--- src/rtl/core/clipped_color_key_blitter_core_defines.svh ---
// Assertion macros shared by the blitter core RTL.
`ifndef CLIPPED_COLOR_KEY_BLITTER_CORE_DEFINES_SVH
`define CLIPPED_COLOR_KEY_BLITTER_CORE_DEFINES_SVH

`ifndef SYNTH
// Checked outside reset
`define CCB_ASSERT(lbl, prop, msg) \
  lbl: assert property (@(posedge clk) disable iff (!rst_n) (prop)) else $error(msg);
// Checked on every edge, reset included
`define CCB_ASSERT_ALWAYS(lbl, prop, msg) \
  lbl: assert property (@(posedge clk) (prop)) else $error(msg);
`else
`define CCB_ASSERT(lbl, prop, msg)
`define CCB_ASSERT_ALWAYS(lbl, prop, msg)
`endif

`endif

--- src/rtl/core/ccb_pkg.sv ---
// Shared constants and types for the clipped colour-key blitter core.
package ccb_pkg;

  // Framebuffer size in pixels
  localparam int unsigned FB_WIDTH  = 256;
  localparam int unsigned FB_HEIGHT = 256;

  localparam int unsigned PIX_W    = 32;
  localparam int unsigned COORD_W  = 8;
  localparam int unsigned ORIGIN_W = 11;
  localparam int unsigned SIZE_W   = 10;
  localparam int unsigned POS_W    = ORIGIN_W + 1;
  localparam int unsigned CFG_IDX_W  = 3;
  localparam int unsigned CFG_DATA_W = 32;

  localparam logic [PIX_W-1:0] ALPHA_MASK = 32'hff00_0000;
  localparam int unsigned      RGB_BYTES  = 3;

  // Configuration register indexes
  typedef enum logic [CFG_IDX_W-1:0] {
    CFG_DEST_ORIGIN_X = 3'd0,
    CFG_DEST_ORIGIN_Y = 3'd1,
    CFG_RECT_WIDTH    = 3'd2,
    CFG_RECT_HEIGHT   = 3'd3,
    CFG_TINT_COLOR    = 3'd4
  } cfg_idx_t;

endpackage

--- src/rtl/core/ccb_src_if.sv ---
// Source pixel channel: valid/ready with one 32-bit pixel per beat.
interface ccb_src_if;
  logic        valid;
  logic        ready;
  logic [31:0] src_pixel;

  modport source (output valid, output src_pixel, input ready);
  modport sink   (input valid, input src_pixel, output ready);
endinterface

--- src/rtl/core/ccb_res_if.sv ---
// Result channel: valid/ready with one framebuffer write per beat.
interface ccb_res_if;
  logic        valid;
  logic        ready;
  logic        write_enable;
  logic [7:0]  out_x;
  logic [7:0]  out_y;
  logic [31:0] out_pixel;
  logic        rect_done;

  modport source (output valid, output write_enable, output out_x, output out_y,
                  output out_pixel, output rect_done, input ready);
  modport sink   (input valid, input write_enable, input out_x, input out_y,
                  input out_pixel, input rect_done, output ready);
endinterface

--- src/rtl/core/clipped_color_key_blitter_core.sv ---
// Clipped colour-key blitter core: source stream in, framebuffer writes out.
//
//  channel  | dir | handshake     | beat payload
//  ---------+-----+---------------+------------------------------------------
//  in_src   | in  | valid/ready   | src_pixel[31:0]
//  out_res  | out | valid/ready   | write_enable, out_x, out_y, out_pixel,
//           |     |               | rect_done
//  cfg_*    | in  | cfg_we only   | cfg_index[2:0], cfg_wdata[31:0]
//
// One pixel per clock sustained while out_res.ready is held high; each input
// beat passes through the input stage, then the result register, to its result beat.
// The input stage refills while a result waits, so one stalled beat does not
// stop the input side until both stages are full.
// rst_n is synchronous: it empties both stages, clears the counters and resets the registers.
`include "clipped_color_key_blitter_core_defines.svh"

module clipped_color_key_blitter_core
  import ccb_pkg::*;
#(
  parameter int unsigned FB_COLS = FB_WIDTH,
  parameter int unsigned FB_ROWS = FB_HEIGHT
)
(
  input  logic                  clk,
  input  logic                  rst_n,
  input  logic                  cfg_we,
  input  logic [CFG_IDX_W-1:0]  cfg_index,
  input  logic [CFG_DATA_W-1:0] cfg_wdata,
  ccb_src_if.sink               in_src,
  ccb_res_if.source             out_res
);

  localparam logic [POS_W-1:0] FB_W_LIM = POS_W'(FB_COLS);
  localparam logic [POS_W-1:0] FB_H_LIM = POS_W'(FB_ROWS);

  // Configuration registers
  logic signed [ORIGIN_W-1:0] origin_x_r, origin_y_r;
  logic [SIZE_W-1:0]          width_r, height_r;
  logic [PIX_W-1:0]           tint_r;

  // Raster counters
  logic [SIZE_W-1:0] col_r, row_r, col_nxt, row_nxt;

  // Input stage
  logic              s1_valid_r;
  logic [PIX_W-1:0]  s1_pix_r;
  logic [SIZE_W-1:0] s1_col_r, s1_row_r;
  logic              s1_done_r;

  // Result register
  logic              out_valid_r;
  logic              res_we_r, res_done_r;
  logic [COORD_W-1:0] res_x_r, res_y_r;
  logic [PIX_W-1:0]  res_pix_r;

  logic in_fire, s1_fire, s2_ready, in_ready;
  logic [SIZE_W-1:0] col_last, row_last;
  logic last_col, last_row;

  logic [POS_W-1:0] pos_x, pos_y;
  logic             in_fb, we;
  logic [PIX_W-1:0] tinted;

  // Store configuration writes; unknown indexes fall through
  always_ff @(posedge clk) begin
    if (!rst_n) begin
      origin_x_r <= '0;
      origin_y_r <= '0;
      width_r    <= SIZE_W'(1);
      height_r   <= SIZE_W'(1);
      tint_r     <= '0;
    end else if (cfg_we) begin
      unique case (cfg_index)
        CFG_DEST_ORIGIN_X: origin_x_r <= cfg_wdata[ORIGIN_W-1:0];
        CFG_DEST_ORIGIN_Y: origin_y_r <= cfg_wdata[ORIGIN_W-1:0];
        CFG_RECT_WIDTH:    width_r    <= cfg_wdata[SIZE_W-1:0];
        CFG_RECT_HEIGHT:   height_r   <= cfg_wdata[SIZE_W-1:0];
        CFG_TINT_COLOR:    tint_r     <= cfg_wdata[PIX_W-1:0];
        default: ;
      endcase
    end
  end

  // Handshake: each stage refills when it empties downstream
  assign s2_ready     = !out_valid_r || out_res.ready;
  assign in_ready     = !s1_valid_r || s2_ready;
  assign in_src.ready = in_ready;
  assign in_fire      = in_src.valid && in_ready;
  assign s1_fire      = s1_valid_r && s2_ready;

  // Last column/row; a zero size acts as one
  assign col_last = (width_r  == '0) ? '0 : width_r  - SIZE_W'(1);
  assign row_last = (height_r == '0) ? '0 : height_r - SIZE_W'(1);
  assign last_col = col_r >= col_last;
  assign last_row = row_r >= row_last;

  // Advance the raster position
  always_comb begin
    col_nxt = col_r;
    row_nxt = row_r;
    if (in_fire) begin
      if (last_col) begin
        col_nxt = '0;
        row_nxt = last_row ? '0 : row_r + SIZE_W'(1);
      end else begin
        col_nxt = col_r + SIZE_W'(1);
      end
    end
  end

  always_ff @(posedge clk) begin
    if (!rst_n) begin
      col_r <= '0;
      row_r <= '0;
    end else begin
      col_r <= col_nxt;
      row_r <= row_nxt;
    end
  end

  // Capture the beat with its raster position
  always_ff @(posedge clk) begin
    if (!rst_n) begin
      s1_valid_r <= 1'b0;
    end else if (in_ready) begin
      s1_valid_r <= in_src.valid;
    end
  end

  always_ff @(posedge clk) begin
    if (in_fire) begin
      s1_pix_r  <= in_src.src_pixel;
      s1_col_r  <= col_r;
      s1_row_r  <= row_r;
      s1_done_r <= last_col && last_row;
    end
  end

  // Destination position and clip test
  assign pos_x = {origin_x_r[ORIGIN_W-1], origin_x_r} + {2'b00, s1_col_r};
  assign pos_y = {origin_y_r[ORIGIN_W-1], origin_y_r} + {2'b00, s1_row_r};
  assign in_fb = !pos_x[POS_W-1] && (pos_x < FB_W_LIM) &&
                 !pos_y[POS_W-1] && (pos_y < FB_H_LIM);
  assign we    = in_fb && (s1_pix_r != '0);

  // Tint: copy, replace, or bytewise RGB add keeping alpha
  always_comb begin
    tinted = s1_pix_r;
    if (tint_r == '0) begin
      tinted = s1_pix_r;
    end else if ((tint_r & ALPHA_MASK) != '0) begin
      tinted = tint_r;
    end else begin
      tinted = s1_pix_r & ALPHA_MASK;
      for (int k = 0; k < RGB_BYTES; k++) begin
        tinted[8*k +: 8] = s1_pix_r[8*k +: 8] + tint_r[8*k +: 8];
      end
    end
  end

  // Result register; fields drop to zero when no write
  always_ff @(posedge clk) begin
    if (!rst_n) begin
      out_valid_r <= 1'b0;
    end else if (s2_ready) begin
      out_valid_r <= s1_valid_r;
    end
  end

  always_ff @(posedge clk) begin
    if (s1_fire) begin
      res_we_r   <= we;
      res_x_r    <= we ? pos_x[COORD_W-1:0] : '0;
      res_y_r    <= we ? pos_y[COORD_W-1:0] : '0;
      res_pix_r  <= we ? tinted : '0;
      res_done_r <= s1_done_r;
    end
  end

  assign out_res.valid        = out_valid_r;
  assign out_res.write_enable = res_we_r;
  assign out_res.out_x        = res_x_r;
  assign out_res.out_y        = res_y_r;
  assign out_res.out_pixel    = res_pix_r;
  assign out_res.rect_done    = res_done_r;

  // Checks
  `CCB_ASSERT(a_nowrite_zero, (out_valid_r && !res_we_r) |-> (res_x_r == '0 && res_y_r == '0 && res_pix_r == '0), "fields not cleared on a beat without write")
  `CCB_ASSERT(a_rect_wrap, (in_fire && last_col && last_row) |=> (col_r == '0 && row_r == '0), "counters did not wrap after the last pixel")
  `CCB_ASSERT(a_s1_hold, (s1_valid_r && !s2_ready) |=> (s1_valid_r && $stable(s1_pix_r)), "input stage lost a held beat")
  `CCB_ASSERT_ALWAYS(a_reset_empty, !rst_n |=> (!s1_valid_r && !out_valid_r), "pipeline not empty after reset")

endmodule
--- src/flat_wrapper.sv ---
// flat-port wrapper written by rule: the top's interface ports become plain ports
module clipped_color_key_blitter_core_flat import ccb_pkg::*;
#(
  parameter int unsigned FB_COLS = FB_WIDTH,
  parameter int unsigned FB_ROWS = FB_HEIGHT
)
  (clk, rst_n, cfg_we, cfg_index, cfg_wdata, in_src_valid, in_src_src_pixel, in_src_ready, out_res_valid, out_res_write_enable, out_res_out_x, out_res_out_y, out_res_out_pixel, out_res_rect_done, out_res_ready);
  ccb_src_if in_src_i ();
  ccb_res_if out_res_i ();
  input  logic clk;
  input  logic rst_n;
  input  logic cfg_we;
  input  logic [CFG_IDX_W-1:0] cfg_index;
  input  logic [CFG_DATA_W-1:0] cfg_wdata;
  input wire logic [$bits(in_src_i.valid)-1:0] in_src_valid;
  input wire logic [$bits(in_src_i.src_pixel)-1:0] in_src_src_pixel;
  output wire logic [$bits(in_src_i.ready)-1:0] in_src_ready;
  output wire logic [$bits(out_res_i.valid)-1:0] out_res_valid;
  output wire logic [$bits(out_res_i.write_enable)-1:0] out_res_write_enable;
  output wire logic [$bits(out_res_i.out_x)-1:0] out_res_out_x;
  output wire logic [$bits(out_res_i.out_y)-1:0] out_res_out_y;
  output wire logic [$bits(out_res_i.out_pixel)-1:0] out_res_out_pixel;
  output wire logic [$bits(out_res_i.rect_done)-1:0] out_res_rect_done;
  input wire logic [$bits(out_res_i.ready)-1:0] out_res_ready;
  assign in_src_i.valid = in_src_valid;
  assign in_src_i.src_pixel = in_src_src_pixel;
  assign in_src_ready = in_src_i.ready;
  assign out_res_valid = out_res_i.valid;
  assign out_res_write_enable = out_res_i.write_enable;
  assign out_res_out_x = out_res_i.out_x;
  assign out_res_out_y = out_res_i.out_y;
  assign out_res_out_pixel = out_res_i.out_pixel;
  assign out_res_rect_done = out_res_i.rect_done;
  assign out_res_i.ready = out_res_ready;
  clipped_color_key_blitter_core #(.FB_COLS(FB_COLS), .FB_ROWS(FB_ROWS)) u_core (.clk(clk), .rst_n(rst_n), .cfg_we(cfg_we), .cfg_index(cfg_index), .cfg_wdata(cfg_wdata), .in_src(in_src_i), .out_res(out_res_i));
endmodule
--- config.mk ---
export PLATFORM = sky130hd
export DESIGN_NAME = clipped_color_key_blitter_core_flat
export DESIGN_NICKNAME = d
export VERILOG_FILES = /design/src/rtl/core/ccb_pkg.sv /design/src/rtl/core/ccb_src_if.sv /design/src/rtl/core/ccb_res_if.sv /design/src/rtl/core/clipped_color_key_blitter_core.sv /design/src/flat_wrapper.sv
export VERILOG_INCLUDE_DIRS = /design/src /design/src/rtl/core
export SDC_FILE = /design/constraint.sdc
export NUM_CORES = 1
export LEC_CHECK = 0
export BUFFER_PORTS_ARGS = -buffer_cell sky130_fd_sc_hd__buf_2
export CORE_UTILIZATION = 28
export CTS_BUF_LIST = sky130_fd_sc_hd__clkbuf_4
export DETAILED_ROUTE_END_ITERATION = 12
export HOLD_SLACK_MARGIN = 0.15
export PLACE_DENSITY = 0.46
export SYNTH_ARGS = -nofsm -noshare
export SYNTH_HDL_FRONTEND = slang
export SYNTH_SLANG_ARGS = --single-unit
--- constraint.sdc ---
create_clock -name clk -period 4.57 [get_ports clk]
set_clock_uncertainty 0.15 [all_clocks]
set_input_delay 0.2285 -clock clk [delete_from_list [all_inputs] [get_ports clk]]
set_output_delay 0.2285 -clock clk [all_outputs]
set_load 0.1 [all_outputs]
# Word-level counts from Yosys, hierarchy flattened
# Cells that the tools add are included.
# W data, S select, Z words.
[totals] regBits=199 inputBits=72 output_inout_bits=52 word_cells=66
[classes] addsub=9 order_cmp=4 eq_ne=4 muxes=6 reduce_logical=25
[op_table] operator="$mux W32" count=2
[op_table] operator="$reduce_bool A32 Y1" count=2
[op_table] operator="$mux W10" count=4
[op_table] operator="$logic_not A32 Y1" count=1
[op_table] operator="$add A11 B11 Y12" count=2
[op_table] operator="$add A8 B8 Y8" count=3
[op_table] operator="$lt A12 B9 Y1 const B" count=2
[op_table] operator="$add A10 B1 Y10 const B" count=2
[op_table] operator="$ge A10 B10 Y1" count=2
[op_table] operator="$logic_not A10 Y1" count=2
[op_table] operator="$sub A10 B1 Y10 const B" count=2
[op_table] operator="$reduce_and A2 Y1" count=6
[op_table] operator="$logic_and A1 B1 Y1" count=7
[op_table] operator="$eq A3 B2 Y1 const B" count=2
[op_table] operator="$logic_not A1 Y1" count=4
[op_table] operator="$eq A3 B1 Y1 const B" count=1
[op_table] operator="$eq A3 B3 Y1 const B" count=1
[op_table] operator="$logic_not A3 Y1" count=1
[op_table] operator="$logic_or A1 B1 Y1" count=2

# Logic depth before layout (Yosys ltp)
# Gate-level depths: netlist of the first run.
[depth] depth_word=6 mapped_depth=14 mapped_depth_nobuf=14

# Worst setup path before layout of the first run
# Ideal clock, no wire load.
[synth_path] path_kind="reg-to-reg" start="reg u_core.out_valid_r (netlist: u_core.out_res.valid)" end="reg u_core.row_r[5]" setup_ns=0.117 t_arrival_ns=3.779 required_ns=4.303 setup_slack_ns=0.524 stages_incl_launch_ff=8 synth_period_minus_slack_ns=4.046 path_cell_list="dfxtp_1 nand3b_1 nand2_1 inv_2 a21oi_1 a21boi_1 nor2_1 a32o_1"
[synth_between] elab_chain_len=5
[synth_rtl] item="start: declaration" line="clipped_color_key_blitter_core.sv:51" source="logic out_valid_r;"
[synth_rtl] item="start signal: assignment" line="clipped_color_key_blitter_core.sv:166" source="out_valid_r <= s1_valid_r;"
[synth_rtl] item="$logic_not A1 Y1" line="clipped_color_key_blitter_core.sv:85" source="assign s2_ready = !out_valid_r || out_res.ready;"
[synth_rtl] item="$logic_or A1 B1 Y1" line="clipped_color_key_blitter_core.sv:85"
[synth_rtl] item="$logic_or A1 B1 Y1" line="clipped_color_key_blitter_core.sv:86" source="assign in_ready = !s1_valid_r || s2_ready;"
[synth_rtl] item="named net in_src_ready" line="flat_wrapper.sv:17" source="output wire logic [$bits(in_src_i.ready)-1:0] in_src_ready;"
[synth_rtl] item="$logic_and A1 B1 Y1" line="clipped_color_key_blitter_core.sv:88" source="assign in_fire = in_src.valid && in_ready;"
[synth_rtl] item="named net u_core.in_fire" line="clipped_color_key_blitter_core.sv:56" source="logic in_fire, s1_fire, s2_ready, in_ready;"
[synth_rtl] item="$reduce_and A2 Y1 (no source line)"
[synth_rtl] item="end signal: assignment" line="clipped_color_key_blitter_core.sv:117" source="row_r <= row_nxt;"
[synth_rtl] item="end: declaration" line="clipped_color_key_blitter_core.sv:42" source="logic [SIZE_W-1:0] col_r, row_r, col_nxt, row_nxt;"
# The timed path passes the listed nets, and every way through them passes these cells.
# A chain may end at the register's enable or synchronous reset.

# Final worst setup path of the first run
[layout_path] start="reg u_core.s1_row_r[0]" end="reg u_core.res_pix_r[20] (netlist: u_core.out_res.out_pixel[20]), data pin"
[layout_between] elab_chain_len=5 elab_cells_between_ends=6
[layout_rtl] item="start: declaration" line="clipped_color_key_blitter_core.sv:47" source="logic [SIZE_W-1:0] s1_col_r, s1_row_r;"
[layout_rtl] item="start signal: assignment" line="clipped_color_key_blitter_core.sv:134" source="s1_row_r <= row_r;"
[layout_rtl] item="$add A11 B11 Y12 *" line="clipped_color_key_blitter_core.sv:141" source="assign pos_y = {origin_y_r[ORIGIN_W-1], origin_y_r} + {2'b00, s1_row_r};"
[layout_rtl] item="branches (longest 2 deep; another with $lt A12 B9 Y1)"
[layout_rtl] item="$logic_and A1 B1 Y1 *" line="clipped_color_key_blitter_core.sv:143" source="!pos_y[POS_W-1] && (pos_y < FB_H_LIM);"
[layout_rtl] item="$logic_and A1 B1 Y1 *" line="clipped_color_key_blitter_core.sv:144" source="assign we = in_fb && (s1_pix_r != '0);"
[layout_rtl] item="end signal: assignment" line="clipped_color_key_blitter_core.sv:175" source="res_pix_r <= we ? tinted : '0;"
[layout_rtl] item="end: declaration" line="clipped_color_key_blitter_core.sv:54" source="logic [PIX_W-1:0] res_pix_r;"
# Every way passes the cells marked *.

==> results_dict.tcl, run 1 <==
set metrics [dict create \
    maxSlewHeadroom_pct 45.7 \
    clkTransAtPathRegs_ns 0.20 \
    routabilityCongestion 0.831 \
    drive_above_1_share_pct 15.4 \
    ant_nets 0 \
    root_buffer "clkbuf_4" \
    timing.fmax_mhz 250 \
    die_y_um 195 \
    cellPowerDensity_mw_per_mm2 295 \
    setup_viol 0 \
    syn_avg_cell_area_um2 9.70 \
    post-cts-setup-buffers 0 \
    final_net_count 1475 \
    setup.worst_path.class "reg -> reg" \
    clockPowerShare_pct 29.0 \
    core_box_area_mm2 0.0365 \
    hpwl_mm 20.8 \
    post_cts_resize_count 0 \
    globalRoute.totalOverflow 0 \
    routed_wirelength_mm 29.9 \
    boundaryPins 124 \
    clock_sink_count 199 \
    max_slew.worst_pin.slew_ns 0.811 \
    maximum_number_of_pins_on_one_net_before_global_route_repair 51 \
    crit_chain "ha_1 > fa_1 > a21oi_2 > o211ai_2 > o41ai_2 > mux2_1 > nor3_2 > nand4_4 > nor3_1" \
    switching_share_pct 32.2 \
    synthCells 1070 \
    cellLeakagePower_uw 0.00510 \
    pwr-share-seq_pct 51.0 \
    detail_route.drc_violations 0 \
    fill_cells 3750 \
    placedCellCount 1627 \
    critical_path_peak_fanout 25 \
    flow.area_growth_from_synthesis_pct 28.9 \
    timing.hold.ws_ns 0.300 \
    power.combinational.fraction_pct 20.1 \
    port_buffers 123 \
    slowest_stage "nor3_1" \
    cell_family_with_most_cp_delay "simple AND/OR/NAND/NOR gates" \
    critical_path_required_ns 4.78 \
    max_stage_delay_ns 0.65 \
    peakVddDrop_v 0.000185 \
    grt_pass1_vias 8718 \
    avgViaCountPerCell 4.81 \
    global_route.usage.total_pct 16.2 \
    die_area_mm2 0.0379 \
    row_count 70 \
    initial_utilization_pct 28.4 \
    postSynthNetCount 1214 \
    final_design_area_no_fill_mm2 0.0134 \
    run_status "finished, final reports clean" \
    cts_made_buffers 17 \
    post_layout_nonfiller_instances 1814 \
    multi_input_area_mm2 0.00510 \
    largest_buffer_count_on_any_clock_path 2 \
    rsz0062_at_grt "no" \
    setup_tns_ns 0 \
    synth_enable_flop_cells 103 \
    max_slew_violation_count 0 \
    sequential_cell_area_in_the_final_layout_mm2 0.00501 \
    tritoncts "yes" \
    cp-start-kind "flop" \
    antenna_found_initial 2 \
    drtIter0Drc 517 \
    crit_buf_inv 0 \
    count_of_vias_placed_by_the_detailed_router 8734 \
    worst_ep_arrival_time_ns 4.20 \
    yosysWarnings 0 \
    synth.yosys.seq_area_share_pct 48.3 \
    clkLatencyLatePin_ns 0.64 \
    postPlaceCellArea_mm2 0.0115 \
    drt_first_pass_iters 5 \
    layout_worst_path_cycle_share_pct 87.4 \
    synth-main-ff-cell "edfxtp_1" \
    synth_seq_cells 199 \
    wl_per_cell_um 16.5 \
    ys_async_sr_fraction_pct 0 \
    power.internal_uw 2680 \
    post-route-min-period_ns 3.99 \
    count_of_different_cell_masters_after_synthesis 64 \
    switchingPower_uw 1270 \
    crit_path_end_kind "flop" \
    h_tree_level_count 4 \
    hold_fails_final_rpt 0 \
    hold_path.class "in -> reg" \
    die_w_um 195 \
    post_cts_hold_buffer_count 153 \
    synthesis.area_mm2 0.0104 \
    grt_first_pass_wirelength_mm 47.8 \
    max_cap_violations 0 \
]
power by group through the flow:
stage	sequential [µW]	clock [µW]	combinational, µW
2_1_floorplan	2200	0	370
3_3_place_gp	2050	0	713
3_5_place_dp	2050	0	718
4_1_cts	2010	1190	801
5_1_grt	2020	1250	870
6_report	2010	1140	793
flip-flops by register name, summed over array words and instances, names as in the netlist, 11 cells and up:
| register | flops |
|---|---|
| u_core.tint_r | 32 |
| u_core.s1_pix_r | 32 |
| u_core.out_res.out_pixel | 32 |
| u_core.origin_y_r | 11 |
| u_core.origin_x_r | 11 |
cells in the mapped netlist (all sizes together), types with 23 or more instances:
master  number  area, µm²
inv         27        101
nor4        23        150
nand2      198        743
clkbuf      35        131
nor3        49        300
xor2        28        245
dfxtp       96       1920
nor2        71        267
o21ai       43        215
a21oi      109        549
edfxtp     103       3090
ha          67        838
worst paths after layout:
check	cells past startpoint	end	slack, ns	from
worst max-delay path	9	u_core.out_res.out_pixel[20]	0.58	u_core.s1_row_r[0]
worst min-delay path	4	u_core.height_r[6]	0.30	cfg_wdata[6]
worst max register to register	9	u_core.out_res.out_pixel[20]	0.58	u_core.s1_row_r[0]
worst min register to register	0	u_core.out_res.rect_done	0.31	u_core.s1_done_r
layout make-up:
cell class              count  share of cell area, %
clock buffers              17                  0.954
clock inverters            15                   1.64
diodes                      2                 0.0374
multi-input cells         800                   38.1
repair buffers            286                   16.6
well taps                 468                   4.38
flip-flops and latches    199                   37.5
inverters                  27                  0.758
cell usage in the layout, fill, tap and decap left out, types with 28 or more instances in the layout:
master	netlist	layout
a21oi_1	108	108
buf_2	4	123
dfxtp_1	96	96
dlygate4sd3_1	0	153
edfxtp_1	103	103
ha_1	67	67
nand2_1	198	198
nor2_1	71	70
nor3_1	38	38
o21ai_0	42	42
xor2_1	28	28
worst register-to-register path, stage by stage (launching register included):
cell and delay (ns):
edfxtp_1 0.42, ha_1 0.24, fa_1 0.43, a21oi_2 0.21, o211ai_2 0.13, o41ai_2 0.32, mux2_1 0.38, nor3_2 0.25
nand4_4 0.53, nor3_1 0.66
cells by family (layout without fill, tap and decap cells):
family,Yosys count,in the layout,share of synthesized area [%]
AO/OA/AOI/OAI,249,249,16.0
other,0,2,0
AND/OR/NAND/NOR,433,433,19.8
buffers and inverters,71,345,2.83
flip-flops,199,199,48.3
XOR/XNOR,38,38,3.21
multiplexers,8,8,0.807
adder cells (fa/ha/maj),72,72,9.04
per-layer routing:
layer / vias to the layer above / part of all wire (%) / track usage, %
met1: 4157 / 48 / 21.5
met2: 159 / 48 / 27.3
met4: 0 / 0.93 / 3.70
li1: 4400 / - / -
met3: 18 / 3.2 / 2.76
met5: - / 0 / 0
metrics by stage:
| step | utilization, % | setup slack [ns] | power [µW] |
|---|---|---|---|
| floorplan | - | 0.524 | 2570 |
| global placement | 31.5 | 0.681 | 2770 |
| detailed placement | 31.5 | 0.600 | 2770 |
| CTS | 36.6 | 0.551 | 4000 |
| global route | 36.6 | 0.365 | 4140 |
| finish | 36.6 | 0.577 | 3940 |
No activity file was read; power rests on OpenSTA's default activity.
==> inputs of run 2 (changes only) <==
--- a/config.mk
+++ b/config.mk
@@ -7,11 +7,11 @@
 export NUM_CORES = 1
 export LEC_CHECK = 0
 export BUFFER_PORTS_ARGS = -buffer_cell sky130_fd_sc_hd__buf_2
-export CORE_UTILIZATION = 28
+export CORE_UTILIZATION = 40
 export CTS_BUF_LIST = sky130_fd_sc_hd__clkbuf_4
 export DETAILED_ROUTE_END_ITERATION = 12
 export HOLD_SLACK_MARGIN = 0.15
-export PLACE_DENSITY = 0.46
+export PLACE_DENSITY = 0.6
 export SYNTH_ARGS = -nofsm -noshare
 export SYNTH_HDL_FRONTEND = slang
 export SYNTH_SLANG_ARGS = --single-unit
==> run 2 against run 1 <==
Net effect:
- sequential share of layout area increased by 1.7 points
- via count down 0.22%
- count of clock-buffer cells in the layout unchanged
- combinational power decreased by 2%
- global-route usage increased by 4.6 points
- design area shrank 4.3%
- fmax grew 9.0%
- flip-flop and latch count unchanged
- hold slack got worse by 0.11 ns
- first-iteration DRC count up 15%
==> results_dict.tcl, run 2 (synthesized netlist as in run 1, its figures left out) <==
set metrics [dict create \
    post-route-util_pct 50.5 \
    globalRoute.totalOverflow 0 \
    drive_above_1_share_pct 15.7 \
    fill_cells 2311 \
    max_cap_violations 0 \
    cellPowerDensity_mw_per_mm2 285 \
    avgViaCountPerCell 5.30 \
    max_stage_delay_ns 0.58 \
    detail_route.drc_violations 0 \
    max_slew_violation_count 0 \
    tritoncts "yes" \
    cp-start-kind "flop" \
    cts_made_buffers 17 \
    clkTransAtPathRegs_ns 0.16 \
    drt_first_pass_iters 5 \
    rsz0062_at_grt "no" \
    wl_per_cell_um 16.5 \
    commonest_cells_after_routing_fill_and_taps_aside "nand2_1, dlygate4sd3_1, buf_2, a21oi_1, edfxtp_1" \
    worst_r2r_startpoint "u_core.height_r[3]" \
    routabilityCongestion 0.805 \
    h_tree_level_count 4 \
    hpwl_mm 17.9 \
    die_area_mm2 0.0266 \
    layout_worst_path_cycle_share_pct 80.2 \
    clkLatencyLatePin_ns 0.60 \
    setup_tns_ns 0 \
    root_buffer "clkbuf_4" \
    pwr-share-seq_pct 54.9 \
    flow.area_growth_from_synthesis_pct 23.3 \
    core_box_area_mm2 0.0253 \
    post-route-min-period_ns 3.66 \
    die_w_um 163 \
    final_net_count 1444 \
    total_power_uw 3650 \
    power.combinational.fraction_pct 21.3 \
    hold_fails_final_rpt 0 \
    crit_path_end_kind "flop" \
    layout_commonest_cell "nand2_1" \
    row_count 58 \
    slowest_stage "or4_1" \
    die_y_um 163 \
    drtIter0Drc 592 \
    global_route.usage.total_pct 20.8 \
    post_layout_nonfiller_instances 1645 \
    critical_path_peak_fanout 12 \
    post-cts-setup-buffers 0 \
    peakVddDrop_v 0.000164 \
    maximum_number_of_pins_on_one_net_before_global_route_repair 85 \
    switching_share_pct 33.1 \
    grt_pass1_vias 8725 \
    grt_first_pass_wirelength_mm 43.2 \
    ant_nets 0 \
    largest_buffer_count_on_any_clock_path 2 \
    run_status "finished, final reports clean" \
    switchingPower_uw 1210 \
    routed_wirelength_mm 27.1 \
    port_buffers 123 \
    placedCellCount 1488 \
    setup.worst_path.start "u_core.height_r[3]" \
    setup_viol 0 \
    boundaryPins 124 \
    count_of_vias_placed_by_the_detailed_router 8715 \
    clock_sink_count 199 \
    hold_path.class "in -> reg" \
    crit_chain "or4_1 > nor3_1 > nand3_1 > nand2_1 > ha_1 > a21oi_1 > nor2b_1 > o21ai_0 > o211ai_1 > nor2_1 > a32o_1" \
    worstHoldStart "in_src_src_pixel[17]" \
    max_slew.worst_pin.slew_ns 1.09 \
    postLayoutSetupSlackWorst_ns 0.907 \
    cellLeakagePower_uw 0.00496 \
    post_placement_worst_setup_slack_ns 0.940 \
    setup.worst_path.class "reg -> reg" \
    clockPowerShare_pct 23.8 \
    antenna_found_initial 2 \
    initial_utilization_pct 41.0 \
    critical_path_required_ns 4.96 \
    power.internal_uw 2440 \
    maxSlewHeadroom_pct 26.9 \
    worst_ep_arrival_time_ns 4.05 \
    timing.fmax_mhz 273 \
]
-- run 2: per-layer routing --
metal,GRT usage [%],routed length (µm)
met1,25.1,12000
met3,3.38,1240
met4,6.67,599
met2,37.4,13200
met5,0,0
-- run 2: stage by stage --
| stage | hold slack [ns] | area [µm²] |
|---|---|---|
| detailed placement | 0.257 | 11300 |
| global route | 0.157 | 12800 |
| CTS | 0.150 | 12800 |
| finish | 0.188 | 12800 |
| floorplan | 0.177 | 10400 |
| global placement | 0.257 | 11300 |
-- run 2: path summary, 6_finish.rpt --
kind,end,slack [ns],cells past startpoint
hold / removal,u_core.s1_pix_r[17],0.19,2
setup reg to reg,u_core.row_r[5],0.91,11
setup / recovery,u_core.row_r[5],0.91,11
hold reg to reg,u_core.out_res.rect_done,0.29,0
-- run 2: timing repair --
item	CTS	global route
endpoints found under the hold margin	126	0
resized for setup	0	0
hold buffers	123	0
-- run 2: worst max-delay path: cells and delay by family (launching register included) --
family | cells | cell delay, ns
AND/OR/NAND/NOR | 6 | 1.95
AO/OA/AOI/OAI | 4 | 0.86
flip-flops | 1 | 0.39
adder cells (fa/ha/maj) | 1 | 0.26
-- run 2: cell type report --
type,instances,area (µm²),area share (%)
Antenna cell,2,5.00,0.0391
Clock inverter,15,120,0.938
Inverter,27,103,0.801
Multi-Input combinational cell,800,5100,39.9
Clock buffer,17,128,0.997
Sequential cell,199,5010,39.2
Timing Repair Buffer,255,1910,15.0
Tap cell,330,413,3.23
-- run 2: power by group through the flow --
stage | sequential, µW | clock [µW] | combinational [µW]
after global routing | 2020 | 963 | 844
final | 2010 | 869 | 777
after floorplan | 2200 | 0 | 370
after CTS | 2010 | 904 | 775
after detailed placement | 2050 | 0 | 706
after global placement | 2050 | 0 | 698
